`src/sv/ofb_pkg.sv`:
```
// Shared types and constants for the overlap feather blend core.
// No dependencies; every other file in sv/ refers to this package by scoped names.

package ofb_pkg;

    localparam int PIX_W     = 8;
    localparam int COL_W     = 12;
    localparam int CFG_W     = 12;
    localparam int IDX_W     = 2;
    localparam int RAMP_W    = 12;
    localparam int MAX_WIDTH = 4096;
    // ramp span end - begin reaches 4095 + 2048, so one more bit than a column
    localparam int W_W       = COL_W + 1;
    localparam int NUM_W     = PIX_W + W_W;
    localparam int DIV_STEPS = PIX_W;
    localparam int STEP_W    = $clog2(DIV_STEPS);
    localparam int DSH_W     = W_W + DIV_STEPS - 1;
    localparam int QDEPTH    = 2;
    localparam int QPTR_W    = $clog2(QDEPTH);

    localparam logic [RAMP_W-1:0] RAMP_MAX = RAMP_W'(MAX_WIDTH - 1);

    localparam logic [IDX_W-1:0] REG_OVERLAP_WIDTH = IDX_W'(0);
    localparam logic [IDX_W-1:0] REG_BLEND_WIDTH   = IDX_W'(1);
    localparam logic [IDX_W-1:0] REG_FIRST_IMAGE   = IDX_W'(2);

    typedef struct packed {
        logic             plane;
        logic [COL_W-1:0] column;
        logic [PIX_W-1:0] new_first;
        logic [PIX_W-1:0] old_first;
        logic [PIX_W-1:0] new_second;
        logic [PIX_W-1:0] old_second;
    } in_item_t;

    typedef struct packed {
        logic [PIX_W-1:0] out_first;
        logic [PIX_W-1:0] out_second;
    } out_item_t;

    typedef enum logic {
        TK_COPY,
        TK_BLEND
    } task_kind_t;

    // One classified request. For TK_COPY the result already sits in new_*.
    typedef struct packed {
        task_kind_t       kind;
        logic [W_W-1:0]   n;
        logic [W_W-1:0]   w;
        logic [PIX_W-1:0] new_first;
        logic [PIX_W-1:0] old_first;
        logic [PIX_W-1:0] new_second;
        logic [PIX_W-1:0] old_second;
    } task_t;

endpackage

```
`src/sv/ofb_front.sv`:
```
// Front end: configuration registers, ramp counter and request classification.
// Depends on ofb_pkg; feeds ofb_queue.

module ofb_front (
    input  logic                        clk,
    input  logic                        rst_n,
    input  logic                        cfg_write,
    input  logic [ofb_pkg::IDX_W-1:0]   cfg_index,
    input  logic [ofb_pkg::CFG_W-1:0]   cfg_data,
    input  logic                        accept,
    input  ofb_pkg::in_item_t           in_item,
    output ofb_pkg::task_t              task_out
);

    logic [ofb_pkg::CFG_W-1:0]  overlap_width_reg;
    logic [ofb_pkg::CFG_W-1:0]  blend_width_reg;
    logic                       first_image_reg;
    logic [ofb_pkg::RAMP_W-1:0] ramp_count_reg;
    logic [ofb_pkg::RAMP_W-1:0] ramp_count_next;

    logic signed [ofb_pkg::CFG_W:0]   diff;
    logic signed [ofb_pkg::CFG_W:0]   lo_edge;
    logic        [ofb_pkg::CFG_W:0]   sum;
    logic        [ofb_pkg::COL_W-1:0] hi_edge;
    logic signed [ofb_pkg::W_W:0]     span;
    logic signed [ofb_pkg::W_W:0]     col_s;
    logic        [ofb_pkg::W_W-1:0]   w_u;
    logic        [ofb_pkg::RAMP_W-1:0] n_eff;
    logic                             past_lo;
    logic                             in_ramp;
    logic [ofb_pkg::PIX_W-1:0]        ns;
    logic [ofb_pkg::PIX_W-1:0]        os;

    always_comb
    begin
        diff    = $signed({1'b0, overlap_width_reg}) - $signed({1'b0, blend_width_reg});
        lo_edge = diff >>> 1;
        sum     = {1'b0, overlap_width_reg} + {1'b0, blend_width_reg};
        hi_edge = sum[ofb_pkg::CFG_W:1];
        span    = $signed({2'b00, hi_edge}) - $signed({lo_edge[ofb_pkg::CFG_W], lo_edge});
        w_u     = span[ofb_pkg::W_W-1:0];
        col_s   = $signed({2'b00, in_item.column});
        past_lo = col_s > $signed({lo_edge[ofb_pkg::CFG_W], lo_edge});
        // column above begin and below end already implies a positive span
        in_ramp = past_lo && (in_item.column < hi_edge);
        n_eff   = (in_item.column == '0) ? '0 : ramp_count_reg;
        ns      = in_item.plane ? in_item.new_second : '0;
        os      = in_item.plane ? in_item.old_second : '0;

        task_out.kind       = ofb_pkg::TK_COPY;
        task_out.n          = '0;
        task_out.w          = w_u;
        task_out.new_first  = in_item.new_first;
        task_out.old_first  = in_item.old_first;
        task_out.new_second = ns;
        task_out.old_second = os;
        ramp_count_next     = n_eff;

        priority if (first_image_reg)
        begin
            task_out.kind = ofb_pkg::TK_COPY;
        end
        else if (!past_lo)
        begin
            task_out.new_first  = in_item.old_first;
            task_out.new_second = os;
        end
        else if (in_ramp)
        begin
            task_out.kind = ofb_pkg::TK_BLEND;
            task_out.n    = ({1'b0, n_eff} > w_u) ? w_u : {1'b0, n_eff};
            if (n_eff < ofb_pkg::RAMP_MAX)
                ramp_count_next = n_eff + 1'b1;
        end
        else
        begin
            task_out.kind = ofb_pkg::TK_COPY;
        end
    end

    always_ff @(posedge clk or negedge rst_n)
    begin
        if (!rst_n)
        begin
            overlap_width_reg <= '0;
            blend_width_reg   <= '0;
            first_image_reg   <= 1'b0;
            ramp_count_reg    <= '0;
        end
        else
        begin
            if (cfg_write)
            begin
                unique case (cfg_index)
                    ofb_pkg::REG_OVERLAP_WIDTH: overlap_width_reg <= cfg_data;
                    ofb_pkg::REG_BLEND_WIDTH:   blend_width_reg   <= cfg_data;
                    ofb_pkg::REG_FIRST_IMAGE:   first_image_reg   <= cfg_data[0];
                    default: ;
                endcase
            end
            if (accept)
                ramp_count_reg <= ramp_count_next;
        end
    end

    a_blend_weight_bounded: assert property (@(posedge clk) disable iff (!rst_n)
        (accept && task_out.kind == ofb_pkg::TK_BLEND) |-> (task_out.n <= task_out.w))
        else $error("blend weight exceeds ramp span");

    a_col0_restarts_ramp: assert property (@(posedge clk) disable iff (!rst_n)
        (accept && in_item.column == '0 && task_out.kind == ofb_pkg::TK_COPY)
        |=> (ramp_count_reg == '0))
        else $error("column 0 did not restart the ramp");

    a_blend_span_positive: assert property (@(posedge clk) disable iff (!rst_n)
        (accept && task_out.kind == ofb_pkg::TK_BLEND) |-> (task_out.w != '0))
        else $error("blend request with empty ramp");

endmodule

```
`src/sv/ofb_queue.sv`:
```
// Short request queue between the classifying front end and the blend back end.
// Depends on ofb_pkg for the request type and depth.

module ofb_queue (
    input  logic           clk,
    input  logic           rst_n,
    input  logic           wr,
    input  ofb_pkg::task_t wr_data,
    input  logic           rd,
    output ofb_pkg::task_t rd_data,
    output logic           full,
    output logic           empty
);

    ofb_pkg::task_t               mem [ofb_pkg::QDEPTH];
    logic [ofb_pkg::QPTR_W-1:0]   wr_ptr_reg;
    logic [ofb_pkg::QPTR_W-1:0]   rd_ptr_reg;
    logic [ofb_pkg::QPTR_W:0]     count_reg;
    logic                         do_wr;
    logic                         do_rd;

    assign full    = (count_reg == (ofb_pkg::QPTR_W + 1)'(ofb_pkg::QDEPTH));
    assign empty   = (count_reg == '0);
    assign do_wr   = wr && !full;
    assign do_rd   = rd && !empty;
    assign rd_data = mem[rd_ptr_reg];

    always_ff @(posedge clk)
    begin
        if (do_wr)
            mem[wr_ptr_reg] <= wr_data;
    end

    always_ff @(posedge clk or negedge rst_n)
    begin
        if (!rst_n)
        begin
            wr_ptr_reg <= '0;
            rd_ptr_reg <= '0;
            count_reg  <= '0;
        end
        else
        begin
            if (do_wr)
                wr_ptr_reg <= (wr_ptr_reg == ofb_pkg::QPTR_W'(ofb_pkg::QDEPTH - 1)) ?
                              '0 : wr_ptr_reg + 1'b1;
            if (do_rd)
                rd_ptr_reg <= (rd_ptr_reg == ofb_pkg::QPTR_W'(ofb_pkg::QDEPTH - 1)) ?
                              '0 : rd_ptr_reg + 1'b1;
            unique case ({do_wr, do_rd})
                2'b10:   count_reg <= count_reg + 1'b1;
                2'b01:   count_reg <= count_reg - 1'b1;
                default: ;
            endcase
        end
    end

    a_count_in_range: assert property (@(posedge clk) disable iff (!rst_n)
        count_reg <= (ofb_pkg::QPTR_W + 1)'(ofb_pkg::QDEPTH))
        else $error("queue count beyond depth");

    a_not_full_and_empty: assert property (@(posedge clk) disable iff (!rst_n)
        !(full && empty))
        else $error("queue full and empty at once");

    a_empty_ptrs_equal: assert property (@(posedge clk) disable iff (!rst_n)
        empty |-> (wr_ptr_reg == rd_ptr_reg))
        else $error("empty queue with pointers apart");

endmodule

```
`src/sv/ofb_back.sv`:
```
// Back end: weighted sums, shared-step restoring divide and the result register.
// Depends on ofb_pkg; pulls requests from ofb_queue.

module ofb_back (
    input  logic              clk,
    input  logic              rst_n,
    input  logic              q_empty,
    input  ofb_pkg::task_t    q_data,
    output logic              q_pop,
    input  logic              pop,
    output logic              empty,
    output ofb_pkg::out_item_t out_item
);

    typedef enum logic [1:0] {
        S_IDLE,
        S_MUL,
        S_DIV,
        S_EMIT
    } state_t;

    state_t                        state_reg;
    ofb_pkg::task_t                task_reg;
    logic [ofb_pkg::NUM_W-1:0]     rem_first_reg;
    logic [ofb_pkg::NUM_W-1:0]     rem_second_reg;
    logic [ofb_pkg::DSH_W-1:0]     dsh_reg;
    logic [ofb_pkg::STEP_W-1:0]    step_reg;
    logic [ofb_pkg::PIX_W-1:0]     q_first_reg;
    logic [ofb_pkg::PIX_W-1:0]     q_second_reg;
    logic                          out_valid_reg;
    ofb_pkg::out_item_t            out_item_reg;

    logic [ofb_pkg::W_W-1:0]       w_minus_n;
    logic [ofb_pkg::NUM_W-1:0]     num_first;
    logic [ofb_pkg::NUM_W-1:0]     num_second;
    logic [ofb_pkg::NUM_W-1:0]     dsh_ext;
    logic                          ge_first;
    logic                          ge_second;
    logic                          emit;

    assign q_pop    = (state_reg == S_IDLE) && !q_empty;
    assign empty    = !out_valid_reg;
    assign out_item = out_item_reg;
    assign emit     = (state_reg == S_EMIT) && (!out_valid_reg || pop);

    always_comb
    begin
        w_minus_n  = task_reg.w - task_reg.n;
        num_first  = ofb_pkg::NUM_W'(task_reg.new_first) * ofb_pkg::NUM_W'(task_reg.n)
                   + ofb_pkg::NUM_W'(task_reg.old_first) * ofb_pkg::NUM_W'(w_minus_n);
        num_second = ofb_pkg::NUM_W'(task_reg.new_second) * ofb_pkg::NUM_W'(task_reg.n)
                   + ofb_pkg::NUM_W'(task_reg.old_second) * ofb_pkg::NUM_W'(w_minus_n);
        dsh_ext    = {1'b0, dsh_reg};
        ge_first   = rem_first_reg >= dsh_ext;
        ge_second  = rem_second_reg >= dsh_ext;
    end

    always_ff @(posedge clk or negedge rst_n)
    begin
        if (!rst_n)
        begin
            state_reg     <= S_IDLE;
            out_valid_reg <= 1'b0;
        end
        else
        begin
            if (emit)
                out_valid_reg <= 1'b1;
            else if (pop && out_valid_reg)
                out_valid_reg <= 1'b0;

            unique case (state_reg)
                S_IDLE:
                begin
                    if (!q_empty)
                    begin
                        task_reg     <= q_data;
                        q_first_reg  <= q_data.new_first;
                        q_second_reg <= q_data.new_second;
                        state_reg    <= (q_data.kind == ofb_pkg::TK_BLEND) ? S_MUL : S_EMIT;
                    end
                end
                S_MUL:
                begin
                    rem_first_reg  <= num_first;
                    rem_second_reg <= num_second;
                    dsh_reg        <= {task_reg.w, (ofb_pkg::DIV_STEPS - 1)'(0)};
                    step_reg       <= ofb_pkg::STEP_W'(ofb_pkg::DIV_STEPS - 1);
                    state_reg      <= S_DIV;
                end
                S_DIV:
                begin
                    // one quotient bit per lane per cycle, MSB first
                    if (ge_first)
                        rem_first_reg <= rem_first_reg - dsh_ext;
                    if (ge_second)
                        rem_second_reg <= rem_second_reg - dsh_ext;
                    q_first_reg  <= {q_first_reg[ofb_pkg::PIX_W-2:0], ge_first};
                    q_second_reg <= {q_second_reg[ofb_pkg::PIX_W-2:0], ge_second};
                    dsh_reg      <= dsh_reg >> 1;
                    step_reg     <= step_reg - 1'b1;
                    if (step_reg == '0)
                        state_reg <= S_EMIT;
                end
                S_EMIT:
                begin
                    if (emit)
                    begin
                        out_item_reg.out_first  <= q_first_reg;
                        out_item_reg.out_second <= q_second_reg;
                        state_reg               <= S_IDLE;
                    end
                end
                default: state_reg <= S_IDLE;
            endcase
        end
    end

    a_div_nonzero: assert property (@(posedge clk) disable iff (!rst_n)
        (state_reg == S_DIV) |-> (dsh_reg != '0))
        else $error("divide with zero divisor");

    a_div_remainder: assert property (@(posedge clk) disable iff (!rst_n)
        (state_reg == S_EMIT && task_reg.kind == ofb_pkg::TK_BLEND)
        |-> (rem_first_reg < ofb_pkg::NUM_W'(task_reg.w)
             && rem_second_reg < ofb_pkg::NUM_W'(task_reg.w)))
        else $error("divide left remainder not below divisor");

    a_emit_waits: assert property (@(posedge clk) disable iff (!rst_n)
        (state_reg == S_EMIT && out_valid_reg && !pop) |=> (state_reg == S_EMIT))
        else $error("result overwritten while waiting");

endmodule

```
`src/sv/overlap_feather_blend_core.sv`:
```
// Top level of the overlap feather blend core: front end, request queue, back end.
// Depends on ofb_pkg, ofb_front, ofb_queue and ofb_back.
//
//   channel   handshake          payload
//   input     push / full        in_item  (in_item_t)
//   result    empty / pop        out_item (out_item_t)
//   config    cfg_write          cfg_index, cfg_data
//
// The front end classifies a request and updates the ramp counter in the cycle it
// is taken; a two-entry queue holds requests for the back end.
// A copy request goes straight to the back end's result register; a ramp request
// passes a product step and 8 shared restoring divide steps before that register.
// full rises only when both queue entries wait; a result held by a low pop stalls
// the back end in its emit step. Reset clears control state and config registers.

module overlap_feather_blend_core (
    input  logic                      clk,
    input  logic                      rst_n,
    input  logic                      push,
    output logic                      full,
    input  ofb_pkg::in_item_t         in_item,
    output logic                      empty,
    input  logic                      pop,
    output ofb_pkg::out_item_t        out_item,
    input  logic                      cfg_write,
    input  logic [ofb_pkg::IDX_W-1:0] cfg_index,
    input  logic [ofb_pkg::CFG_W-1:0] cfg_data
);

    ofb_pkg::task_t front_task;
    ofb_pkg::task_t q_data;
    logic           q_full;
    logic           q_empty;
    logic           q_pop;
    logic           accept;

    assign full   = q_full;
    assign accept = push && !q_full;

    ofb_front u_front (
        .clk       (clk),
        .rst_n     (rst_n),
        .cfg_write (cfg_write),
        .cfg_index (cfg_index),
        .cfg_data  (cfg_data),
        .accept    (accept),
        .in_item   (in_item),
        .task_out  (front_task)
    );

    ofb_queue u_queue (
        .clk     (clk),
        .rst_n   (rst_n),
        .wr      (accept),
        .wr_data (front_task),
        .rd      (q_pop),
        .rd_data (q_data),
        .full    (q_full),
        .empty   (q_empty)
    );

    ofb_back u_back (
        .clk      (clk),
        .rst_n    (rst_n),
        .q_empty  (q_empty),
        .q_data   (q_data),
        .q_pop    (q_pop),
        .pop      (pop),
        .empty    (empty),
        .out_item (out_item)
    );

endmodule

```
`config.mk`:
```
export PLATFORM = sky130hd
export DESIGN_NAME = overlap_feather_blend_core
export DESIGN_NICKNAME = d
export VERILOG_FILES = /design/src/sv/ofb_pkg.sv /design/src/sv/ofb_front.sv /design/src/sv/ofb_queue.sv /design/src/sv/ofb_back.sv /design/src/sv/overlap_feather_blend_core.sv
export SDC_FILE = /design/constraint.sdc
export NUM_CORES = 2
export LEC_CHECK = 0
export ABC_CLOCK_PERIOD_IN_PS = 9600
export BUFFER_PORTS_ARGS = -buffer_cell sky130_fd_sc_hd__buf_2
export CAP_MARGIN = 5
export CORE_MARGIN = 2
export CORE_UTILIZATION = 60
export CTS_BUF_LIST = sky130_fd_sc_hd__clkbuf_16
export DETAILED_ROUTE_END_ITERATION = 12
export GPL_TIMING_DRIVEN = 0
export PLACE_DENSITY_LB_ADDON = 0.12
export SLEW_MARGIN = 20
export SYNTH_ARGS = -nofsm -noshare
export SYNTH_HDL_FRONTEND = slang
export SYNTH_SLANG_ARGS = --single-unit
```
`constraint.sdc`:
```
create_clock -name clk -period 9.6 [get_ports clk]
set_input_delay 0.96 -clock clk [delete_from_list [all_inputs] [get_ports clk]]
set_output_delay 0.96 -clock clk [all_outputs]
set_load 0.01 [all_outputs]
```
==> impl_metrics.csv <==
group,metric,value,unit
synth,seq_area_frac_synth,30.5,%
synth,synthesis.area,30500,µm²
sta,setup_violations,0,
synth,synthTopCellsByCount,"502 x inv_1, 338 x fa_1, 294 x nand2_1",
setup_path,startpoint_type,"register",
route,route.detailed.wl_per_inst,21.1,µm
global_routing,grt_overflow,0,
clock_network,clock_sinks,317,
route,drt-total-wl,79400,µm
synth,yosys_warnings,0,
global_routing,antenna_found_initial,2,
final_layout,fillers,3999,
run,cap_violations,0,
route,vias,21500,
clock_network,cts_max_level,2,
sta,final_hold_viol_count,0,
placement,dp_hpwl,64500,µm
final_layout,drive_above_1_share,10.2,%
synth,syn_inst,2930,
route,met3_wirelength,4990,µm
sta,drv_slew,0,
synth,yosysTopAreaCellShare,26.9,%
setup_path,max_stage_delay,0.62,ns
global_routing,grt_pass1_wl,124000,µm
route,route.met2.wl,38400,µm
setup_path,cp_max_fo,10,
clock_network,clk_latency,0.55,ns
route,routed.top_layer,"met5",
clock_network,cts_root_buf,"clkbuf_16",
synth,synth_edf_count,273,
final_layout,nNetsFinal,3728,
sta,rsz0062_at_grt,"false",
synth,synth_ff_type,"edfxtp_1",
setup_path,path_common_cell,"fa_1",
setup_path,crit_type,"register to register",
floorplan,coreArea,50200,µm²
synth,ys_top_cells_by_area,"edfxtp_1 27%, fa_1 22%, ha_1 11%, inv_1 6.2%, mux2_2 4.3%",
route,drt_iter0_markers,1539,
final_layout,final_area,33200,µm²
sta,fmax,107,MHz
setup_path,worstPathRequired,9.85,ns
sta,worstMarginPinSlew,1.20,ns
clock_network,hold_buffers,0,
sta,post-route-min-period,9.35,ns
floorplan,initial_core_util,60.8,%
run_status,outcome,"complete, no violations",
synth,synth_seq_cells,317,
route,wl_met1,33300,µm
clock_network,cts_buffers,36,
min_path,min_path_type,"register to register",
route,drc_errors,0,
floorplan,io_pins,82,
global_routing,grt_pass1_vias,22700,
setup_path,arrival,9.60,ns
floorplan,fp.dieW,229,µm
clock_network,cts_tree,"done",
floorplan,die_area,52700,µm²
placement,port_buffers,81,
final_layout,largest_reg_flops,118,
route,first_pass_iters,5,
sta,max_slew_margin,20.2,%
synth,yosys.area.top_type,"edfxtp_1",
global_routing,track_usage,30.9,%
route,via_per_inst,5.72,
global_routing,grt_max_degree,56,
placement,gp_congestion,0.938,
clock_network,clkTransAtPathRegs,0.06,ns
setup_path,critical_path.endpoint_type,"register",
sta,fin_worst_skew,0.0213,ns
synth,async_reset_ff_share,13.9,%
final_layout,area_growth,8.99,%
placement,placed_cell_area,31900,µm²
synth,synth.avg_cell_area,10.4,µm²
setup_path,slowest_stage,"edfxtp_1",
route,ant_nets,0,
floorplan,rows,82,
synth,ys_types,80,
sta,finalCritPeriodShare,97.4,%
synth,yosysMostFrequentCell,"inv_1",
clock_network,ctsLongestPathBuffers,3,
floorplan,die_h,229,µm
-- final timing paths --
kind	startpoint	to	slack [ns]	cells after the start
setup / recovery	u_back.task_reg[47]$_DFFE_PP_	u_back.rem_first_reg[20]$_DFFE_PP_	0.25	30
hold / removal	u_back.q_first_reg[7]$_DFFE_PP_	u_back.out_item[15]$_DFFE_PP_	0.44	0
setup reg to reg	u_back.task_reg[47]$_DFFE_PP_	u_back.rem_first_reg[20]$_DFFE_PP_	0.25	30
hold reg to reg	u_back.q_first_reg[7]$_DFFE_PP_	u_back.out_item[15]$_DFFE_PP_	0.44	0
max in group asynchronous	rst_n	u_queue.rd_ptr_reg$_DFFE_PN0P_	8.71	1
min in group asynchronous	rst_n	u_front.overlap_width_reg[10]$_DFFE_PN0P_	0.45	1
-- kinds of logic after synthesis --
| group | synth area share [%] |
|---|---|
| buffers and inverters | 7.52 |
| xor gates and xnor gates | 3.53 |
| muxes | 5.35 |
| and+or+nand+nor | 13.1 |
| adders and majority gates | 33.1 |
| DFF | 30.5 |
| other | 0.0123 |
| AOI/OAI and AO/OA | 6.95 |
-- metrics by stage --
step	setup TNS [ns]	instances	util, %	worst slack [ns]	hold slack, ns
6_report	0	3759	66.3	0.249	0.443
2_1_floorplan	0	2931	-	2.06	0.400
3_5_place_dp	-1.80	3691	63.6	-0.388	0.421
3_3_place_gp	-0.866	3684	63.3	-0.214	0.418
4_1_cts	0	3755	66.1	0.0742	0.436
5_1_grt	0	3758	66.3	0.0101	0.452
-- layout make-up --
class                           count  area (µm²)  share of cell area [%]
Clock buffer                       38         951                    2.86
Timing Repair Buffer               92         559                    1.68
Sequential cell                   317        9300                    28.0
Inverter                          503        1890                    5.68
Clock inverter                     26         263                   0.790
Antenna cell                        1        2.50                 0.00753
Buffer                             99         419                    1.26
Tap cell                          672         841                    2.53
Multi-Input combinational cell   2011       19000                    57.2
-- routing by layer --
metal	vias to the layer above	GRT usage, %
met4	2	10.5
met5	-	0
met1	10900	41.5
met2	663	51.7
li1	9815	-
met3	158	4.67
-- critical path: cells and delay by family (launching register included) --
family | cells | cell delay [ns]
muxes | 1 | 0.15
adders and majority gates | 8 | 3.71
and+or+nand+nor | 3 | 0.36
xor gates and xnor gates | 2 | 0.99
DFF | 1 | 0.62
buffers and inverters | 6 | 1.03
AOI/OAI and AO/OA | 10 | 2.21
-- repair_timing --
item	in CTS	in global routing
setup buffers	0	4
pin swaps	0	3
endpoints found under the setup margin	8	7
gates cloned	0	0
gates resized for setup	8	22
-- placed cells by master, fill, tap and decap left out, types with 84 or more instances in the layout --
cell type and n:
a21oi_1 107, and2_1 188, buf_2 84, edfxtp_1 273, fa_1 338, ha_1 266
inv_1 508, mux2_2 117, nand2_1 294, nor2_1 116
Power is not shown: default switching activity piles up to over one toggle a cycle in this logic, so the estimate is an artifact.
